File: config.mk
export PLATFORM = sky130hd
export DESIGN_NAME = single_precision_float_multiply_top
export DESIGN_NICKNAME = d
export VERILOG_FILES = /design/src/rtl/spfm_pkg.sv /design/src/rtl/spfm_datapath.sv /design/src/rtl/single_precision_float_multiply_top.sv
export SDC_FILE = /design/constraint.sdc
export NUM_CORES = 1
export LEC_CHECK = 0
export ABC_AREA = 0
export BUFFER_PORTS_ARGS = -buffer_cell sky130_fd_sc_hd__buf_2
export CORE_MARGIN = 10
export CORE_UTILIZATION = 60
export DETAILED_ROUTE_END_ITERATION = 8
export HOLD_SLACK_MARGIN = 0.02
export PLACE_DENSITY = 0.78
export SYNTH_ARGS = -nofsm -noshare
export SYNTH_HDL_FRONTEND = slang
export SYNTH_SLANG_ARGS = --single-unit
File: constraint.sdc
create_clock -name clk -period 12.3 [get_ports clk]
set_input_delay 0.615 -clock clk [delete_from_list [all_inputs] [get_ports clk]]
set_output_delay 0.615 -clock clk [all_outputs]
set_load 0.02 [all_outputs]
File: src/rtl/spfm_pkg.sv
`timescale 1ns / 1ps
package spfm_pkg;
    localparam int WORD_W     = 32;
    localparam int EXP_W      = 8;
    localparam int MAN_W      = 23;
    localparam int HI_W       = 13;
    localparam int LO_W       = 11;
    localparam int SUM_W      = 26;
    localparam int EPRE_W     = 10;
    localparam int PIPE_DEPTH = 3;
    localparam logic [EPRE_W-1:0] EXP_BIAS_ADJ = 10'd129;
    localparam logic [SUM_W-1:0]  ROUND_ADD    = 26'd2;
    localparam logic [EXP_W-1:0]  EXP_MAX      = 8'd255;
    localparam logic [1:0] TOP_UNDER = 2'b01;
    localparam logic [1:0] TOP_OVER  = 2'b00;
endpackage

File: src/rtl/spfm_datapath.sv
`timescale 1ns / 1ps
module spfm_datapath
(
    input  logic        clk,
    input  logic        rst_n,
    input  logic        advance,
    input  logic        in_valid,
    input  logic [31:0] operand_a,
    input  logic [31:0] operand_b,
    output logic        out_valid,
    output logic [31:0] product
);
    // stage 1: unpack and multiply
    logic                             s1_valid_reg;
    logic [2*spfm_pkg::HI_W-1:0]      hh_reg;
    logic [spfm_pkg::HI_W+spfm_pkg::LO_W-1:0] hl_reg, lh_reg;
    logic [spfm_pkg::EPRE_W-1:0]      e1_reg;
    logic                             sign1_reg, zero1_reg;
    // stage 2: sum
    logic                             s2_valid_reg;
    logic [spfm_pkg::SUM_W-1:0]       sum_reg;
    logic [spfm_pkg::EPRE_W-1:0]      e2_reg;
    logic                             sign2_reg, zero2_reg;
    // stage 3: pack
    logic                             s3_valid_reg;
    logic [31:0]                      prod_reg;

    logic [spfm_pkg::HI_W-1:0] ha, hb;
    logic [spfm_pkg::LO_W-1:0] la, lb;
    logic [spfm_pkg::SUM_W-1:0] sum_next;
    logic                       carry;
    logic [1:0]                 top;
    logic [spfm_pkg::MAN_W-1:0] man;
    logic [spfm_pkg::EXP_W-1:0] expo;
    logic [spfm_pkg::EPRE_W-1:0] e_inc;
    logic [31:0]                prod_next;

    assign ha = {(operand_a[30:23] != 8'd0), operand_a[22:11]};
    assign hb = {(operand_b[30:23] != 8'd0), operand_b[22:11]};
    assign la = operand_a[10:0];
    assign lb = operand_b[10:0];

    assign sum_next = spfm_pkg::SUM_W'(hh_reg)
                    + spfm_pkg::SUM_W'(hl_reg[23:11])
                    + spfm_pkg::SUM_W'(lh_reg[23:11])
                    + spfm_pkg::ROUND_ADD;

    assign carry = sum_reg[25];
    assign top   = e2_reg[8:7];
    assign man   = carry ? sum_reg[24:2] : sum_reg[23:1];
    assign e_inc = e2_reg + 10'd1;

    always_comb
    begin
        case (top)
            spfm_pkg::TOP_UNDER: expo = 8'd0;
            spfm_pkg::TOP_OVER:  expo = spfm_pkg::EXP_MAX;
            default:             expo = carry ? e_inc[7:0] : e2_reg[7:0];
        endcase
        prod_next = zero2_reg ? 32'd0 : {sign2_reg, expo, man};
    end

    always_ff @(posedge clk or negedge rst_n)
    begin
        if (!rst_n)
        begin
            s1_valid_reg <= 1'b0;
            s2_valid_reg <= 1'b0;
            s3_valid_reg <= 1'b0;
        end
        else if (advance)
        begin
            s1_valid_reg <= in_valid;
            s2_valid_reg <= s1_valid_reg;
            s3_valid_reg <= s2_valid_reg;
        end
    end

    always_ff @(posedge clk)
    begin
        if (advance)
        begin
            hh_reg    <= ha * hb;
            hl_reg    <= ha * lb;
            lh_reg    <= la * hb;
            e1_reg    <= spfm_pkg::EPRE_W'(operand_a[30:23]) + spfm_pkg::EPRE_W'(operand_b[30:23])
                       + spfm_pkg::EXP_BIAS_ADJ;
            sign1_reg <= operand_a[31] ^ operand_b[31];
            zero1_reg <= (operand_a == 32'd0) || (operand_b == 32'd0);
            sum_reg   <= sum_next;
            e2_reg    <= e1_reg;
            sign2_reg <= sign1_reg;
            zero2_reg <= zero1_reg;
            prod_reg  <= prod_next;
        end
    end

    assign out_valid = s3_valid_reg;
    assign product   = prod_reg;
endmodule

File: src/rtl/single_precision_float_multiply_top.sv
`timescale 1ns / 1ps
// channel  | dir | tdata                          | handshake
// s_axis   | in  | [31:0] operand_a [63:32] operand_b | tvalid/tready
// m_axis   | out | [31:0] product                  | tvalid/tready
// Three register stages; a result becomes valid once it reaches the third stage
// and leaves when m_axis_tready is high. One item per cycle unless m_axis stalls.
// Stages: partial-product multiply, sum, normalize and pack.
// Reset clears all valid bits; payload registers are not reset.
// A stall on m_axis freezes the whole pipeline; s_axis_tready drops with it
// only when the output stage holds an unaccepted result.
module single_precision_float_multiply_top
(
    input  logic        clk,
    input  logic        rst_n,
    input  logic        s_axis_tvalid,
    output logic        s_axis_tready,
    input  logic [63:0] s_axis_tdata,  // operand_a, operand_b
    output logic        m_axis_tvalid,
    input  logic        m_axis_tready,
    output logic [31:0] m_axis_tdata   // product
);
    logic advance;

    assign advance       = m_axis_tready || !m_axis_tvalid;
    assign s_axis_tready = advance;

    spfm_datapath u_dp
    (
        .clk       (clk),
        .rst_n     (rst_n),
        .advance   (advance),
        .in_valid  (s_axis_tvalid),
        .operand_a (s_axis_tdata[31:0]),
        .operand_b (s_axis_tdata[63:32]),
        .out_valid (m_axis_tvalid),
        .product   (m_axis_tdata)
    );
endmodule

==> summary.txt <==
Outcome
  – Status: finished, final reports clean

Global route
  – Total GRT Usage: 22.8%
  – Initial antenna violation count: 1
  – Largest net degree at the start of global routing: 80
  – Vias in the first global route: 15400
  – First-pass GRT wire length: 76500 um
  – Grt ovf: 0

Power and ir drop
  – Comb pwr share: 73.6%
  – Leakage: 10.6 nW
  – Sw frac: 48.4%
  – Cell-internal power: around 3.1 mW
  – P_sw: around 2.9 mW
  – Clock Power Share: 8.1%
  – Pwr Total: 5.99 mW
  – Sequential group share of total power: between 10% and 20%
  – Peak VDD IR: 0.000240 V
  – Pwr dens: 275 mW/mm^2

Setup path
  – Critical-path maximum fanout: 25
  – Setup CP Type: input pin to register
  – CP Capture Type: register
  – Crit path largest cell delay: 0.61 ns
  – Most used cell, CP: fa_1
  – Crit path arrival time: 6.24 ns
  – Reg-to-reg critical path startpoint: u_dp.lh_reg[16]
  – CP Launch Type: input pin
  – Slowest CP cell: nand2_1
  – Worst EP required: 12.46 ns
  – Worst path cell trace: buf_2 > nor4_1 > nand2_1 > and2_1 > fa_1 > inv_1 > fa_1 > fa_1 > inv_1 > fa_1 > inv_1 > fa_1 > inv_1 > ha_1 > a21o_1 > a21oi_1 > o22ai_1 > a211o_1 > a21o_1 > a31oi_1 > xnor2_1
  – Crit path from: s_axis_tdata[55]

Detailed routing
  – Residual DRC: 0
  – Antenna viol nets, final: 0
  – Drt pass-1 iters: 5
  – Final Routed Wirelength: ~46000 um
  – Via-per-instance ratio: 5.55
  – Iteration-0 DRC Markers: 1083
  – DR WL/cell: 17.8 um
  – Vias: between 10000 and 15000

Yosys
  – Synth Net Count: 2711
  – Number of synthesized flops with an enable pin: 131
  – Adder-Cell Fraction of Synth Area: 45.8%
  – Synth Area in Compound Gates: ~5.7%
  – Netlist cell types: between 50 and 60
  – Ys async rst share: 2.24%
  – Post-Synth XOR/XNOR Area: 3.57%
  – Simple-gate area share of the yosys netlist: between 10 and 15%
  – Yosys warns: 0
  – #FFs+latches synth: 134
  – Gate Count Post-Synth: 2095
  – Post-synthesis cell area: 0.0204 mm^2
  – Seq/Total Area, Yosys: 19.7%
  – Synthesized area per cell: 9.72 um^2
  – Multiplexer area fraction after synthesis: under 10%
  – Post-synth top flop: edfxtp_1
  – Largest family of logic cells by synthesized area: adder cells

Clock tree
  – Num CTS Buffers: 17
  – Root Driver: clkbuf_16
  – Clock Pin Slew Worst Setup and Hold Paths: 0.06 ns
  – Skew-Pair Late Insertion Delay: slightly above 0.4 ns
  – Max clock buf depth: 2
  – Clk sink count: 134
  – H-tree levels: 4
  – CTS tree: yes

Cells and area
  – Fin area: 0.0217 mm^2
  – Antenna Cells: 0
  – Most frequent cells in the layout: inv_1, fa_1, nand2_1
  – Share of cells above drive strength 1: 6.56%
  – Leading cell type in the layout, fill and taps excluded: inv_1
  – Max FFs per register: 32
  – Synth-to-Final Area Change: 6.76%
  – Nets@finish: 2753

Die
  – Starting Density: 60.7%
  – Row count: 67
  – Die area: 0.0417 mm^2
  – IO Pins: roughly 100
  – Chip Width: 204 um
  – Core area: approximately 0.034 mm^2
  – Vert. Die Dim: 204 um

Placed design
  – Placed cell areas: between 0.02 and 0.025 mm^2
  – Routability congestion estimate: 0.892
  – IO buf count: 101
  – DP HPWL: around 36000 um

STA
  – Slew Limit Headroom: roughly a third
  – Finish-stage setup viols: 0
  – Final number of max-transition violations: 0
  – Clock skew: 0.00878 ns
  – Tmin final: 6.08 ns
  – RSZ-0062 raised after global routing: no
  – TNS Setup: 0 ns
  – Final hold violation count: 0
  – Fmax: 0.165 GHz
  – Final Cycle Share: between 40 and 50%
  – Worst slew pin tran: 0.994 ns

Worst hold path
  – Hold Path Class: register to register
  – Hold_sp: u_dp.e1_reg[1]

Job
  – MaxCap Viol Count: 0
## synthesized netlist by cell type, types with 2 or more instances
cell	instances	area share [%]
mux2_2	2	0.11
a41oi_1	3	0.13
o21ai_1	9	0.22
nand3b_1	2	0.074
a21o_1	16	0.59
edfxtp_1	131	19
buf_1	2	0.037
o21bai_1	9	0.33
nand2b_1	6	0.18
a221o_1	2	0.098
o221ai_1	2	0.086
a31oi_1	6	0.18
nor3_1	4	0.098
nor4_1	16	0.49
o211ai_1	4	0.15
and3_1	3	0.092
a211o_1	3	0.13
a21oi_1	60	1.5
clkbuf_1	80	1.5
o21a_1	11	0.41
nand3_1	14	0.34
xnor2_1	54	2.3
inv_1	419	7.7
o21ai_0	26	0.64
nand4b_1	2	0.086
ha_1	219	13
nand4_1	15	0.46
a2111oi_0	3	0.13
xor2_1	29	1.2
and2_1	196	6.0
nand2_1	295	5.4
o22ai_1	4	0.12
nor2b_1	5	0.15
a211oi_1	6	0.22
nor2_1	61	1.1
mux2i_1	24	1.2
dfrtp_1	3	0.37
o31ai_1	3	0.11
fa_1	329	32
## timing repair
item,4_1_cts,5_1_grt
hold endpoints to repair,3,0
setup buffers,0,0
gates resized for setup,0,0
hold buffers,1,0
## layout make-up
cell class	instances	area, um^2
fill	2664	11800
tap	448	561
sequential	134	4010
multi-input combinational	1460	14500
clock buffer	17	425
clock inverter	15	153
timing repair buffer	105	538
inverter	419	1570
## power groups by stage
stage | Sequential, mW | Clock (mW) | Combinational (mW)
after CTS | 1.10 | 0.497 | 4.41
after global placement | 1.10 | 0 | 4.23
after floorplan | 1.14 | 0 | 3.22
final | 1.10 | 0.485 | 4.41
after global routing | 1.12 | 0.517 | 4.98
after detailed placement | 1.11 | 0 | 4.37
## worst paths after layout
path | end | slack, ns | depth (start not counted)
max in group asynchronous | u_dp.out_valid | 11.67 | 2
setup reg to reg | u_dp.sum_reg[19] | 9.16 | 9
hold / removal | u_dp.e2_reg[1] | 0.41 | 0
min in group asynchronous | u_dp.s1_valid_reg | 0.53 | 2
setup / recovery | u_dp.hh_reg[24] | 6.22 | 21
hold reg to reg | u_dp.e2_reg[1] | 0.41 | 0
## worst max-delay path, delay by kind of cell
family,cells,cell delay [ns]
simple gates,3,1.35
xor+xnor,1,0.08
compound gates,6,1.15
fa+ha+maj,6,2.73
buf+inv,5,0.29
## routing by layer
metal  global-route usage (%)  wire [um]  up-vias
met2                     37.9      21900      644
met5                        0         13        -
met4                     5.16        867        2
met1                     30.1      19300     7085
li1                         -          -     6624
met3                     4.74       4060       75
## through the flow
| stage | setup WS [ns] | hold slack, ns | utilization, % | instances |
|---|---|---|---|---|
| CTS | 6.27 | 0.415 | 64.8 | 2598 |
| floorplan | 6.76 | 0.319 | - | 2095 |
| detailed placement | 5.84 | 0.405 | 63.1 | 2565 |
| finish | 6.22 | 0.412 | 64.8 | 2598 |
| global route | 5.82 | 0.417 | 64.8 | 2598 |
| global placement | 5.89 | 0.404 | 63.1 | 2565 |
## kinds of logic (layout without fill, tap and decap cells)
logic type,Yosys count,count (layout)
AND/OR/NAND/NOR,622,622
adder cells (fa/ha/maj),548,548
buffers and inverters,501,556
AO/OA/AOI/OAI,181,181
flip-flops,134,134
XOR/XNOR,83,83
multiplexers,26,26
No activity file was read; power rests on OpenSTA's default activity.
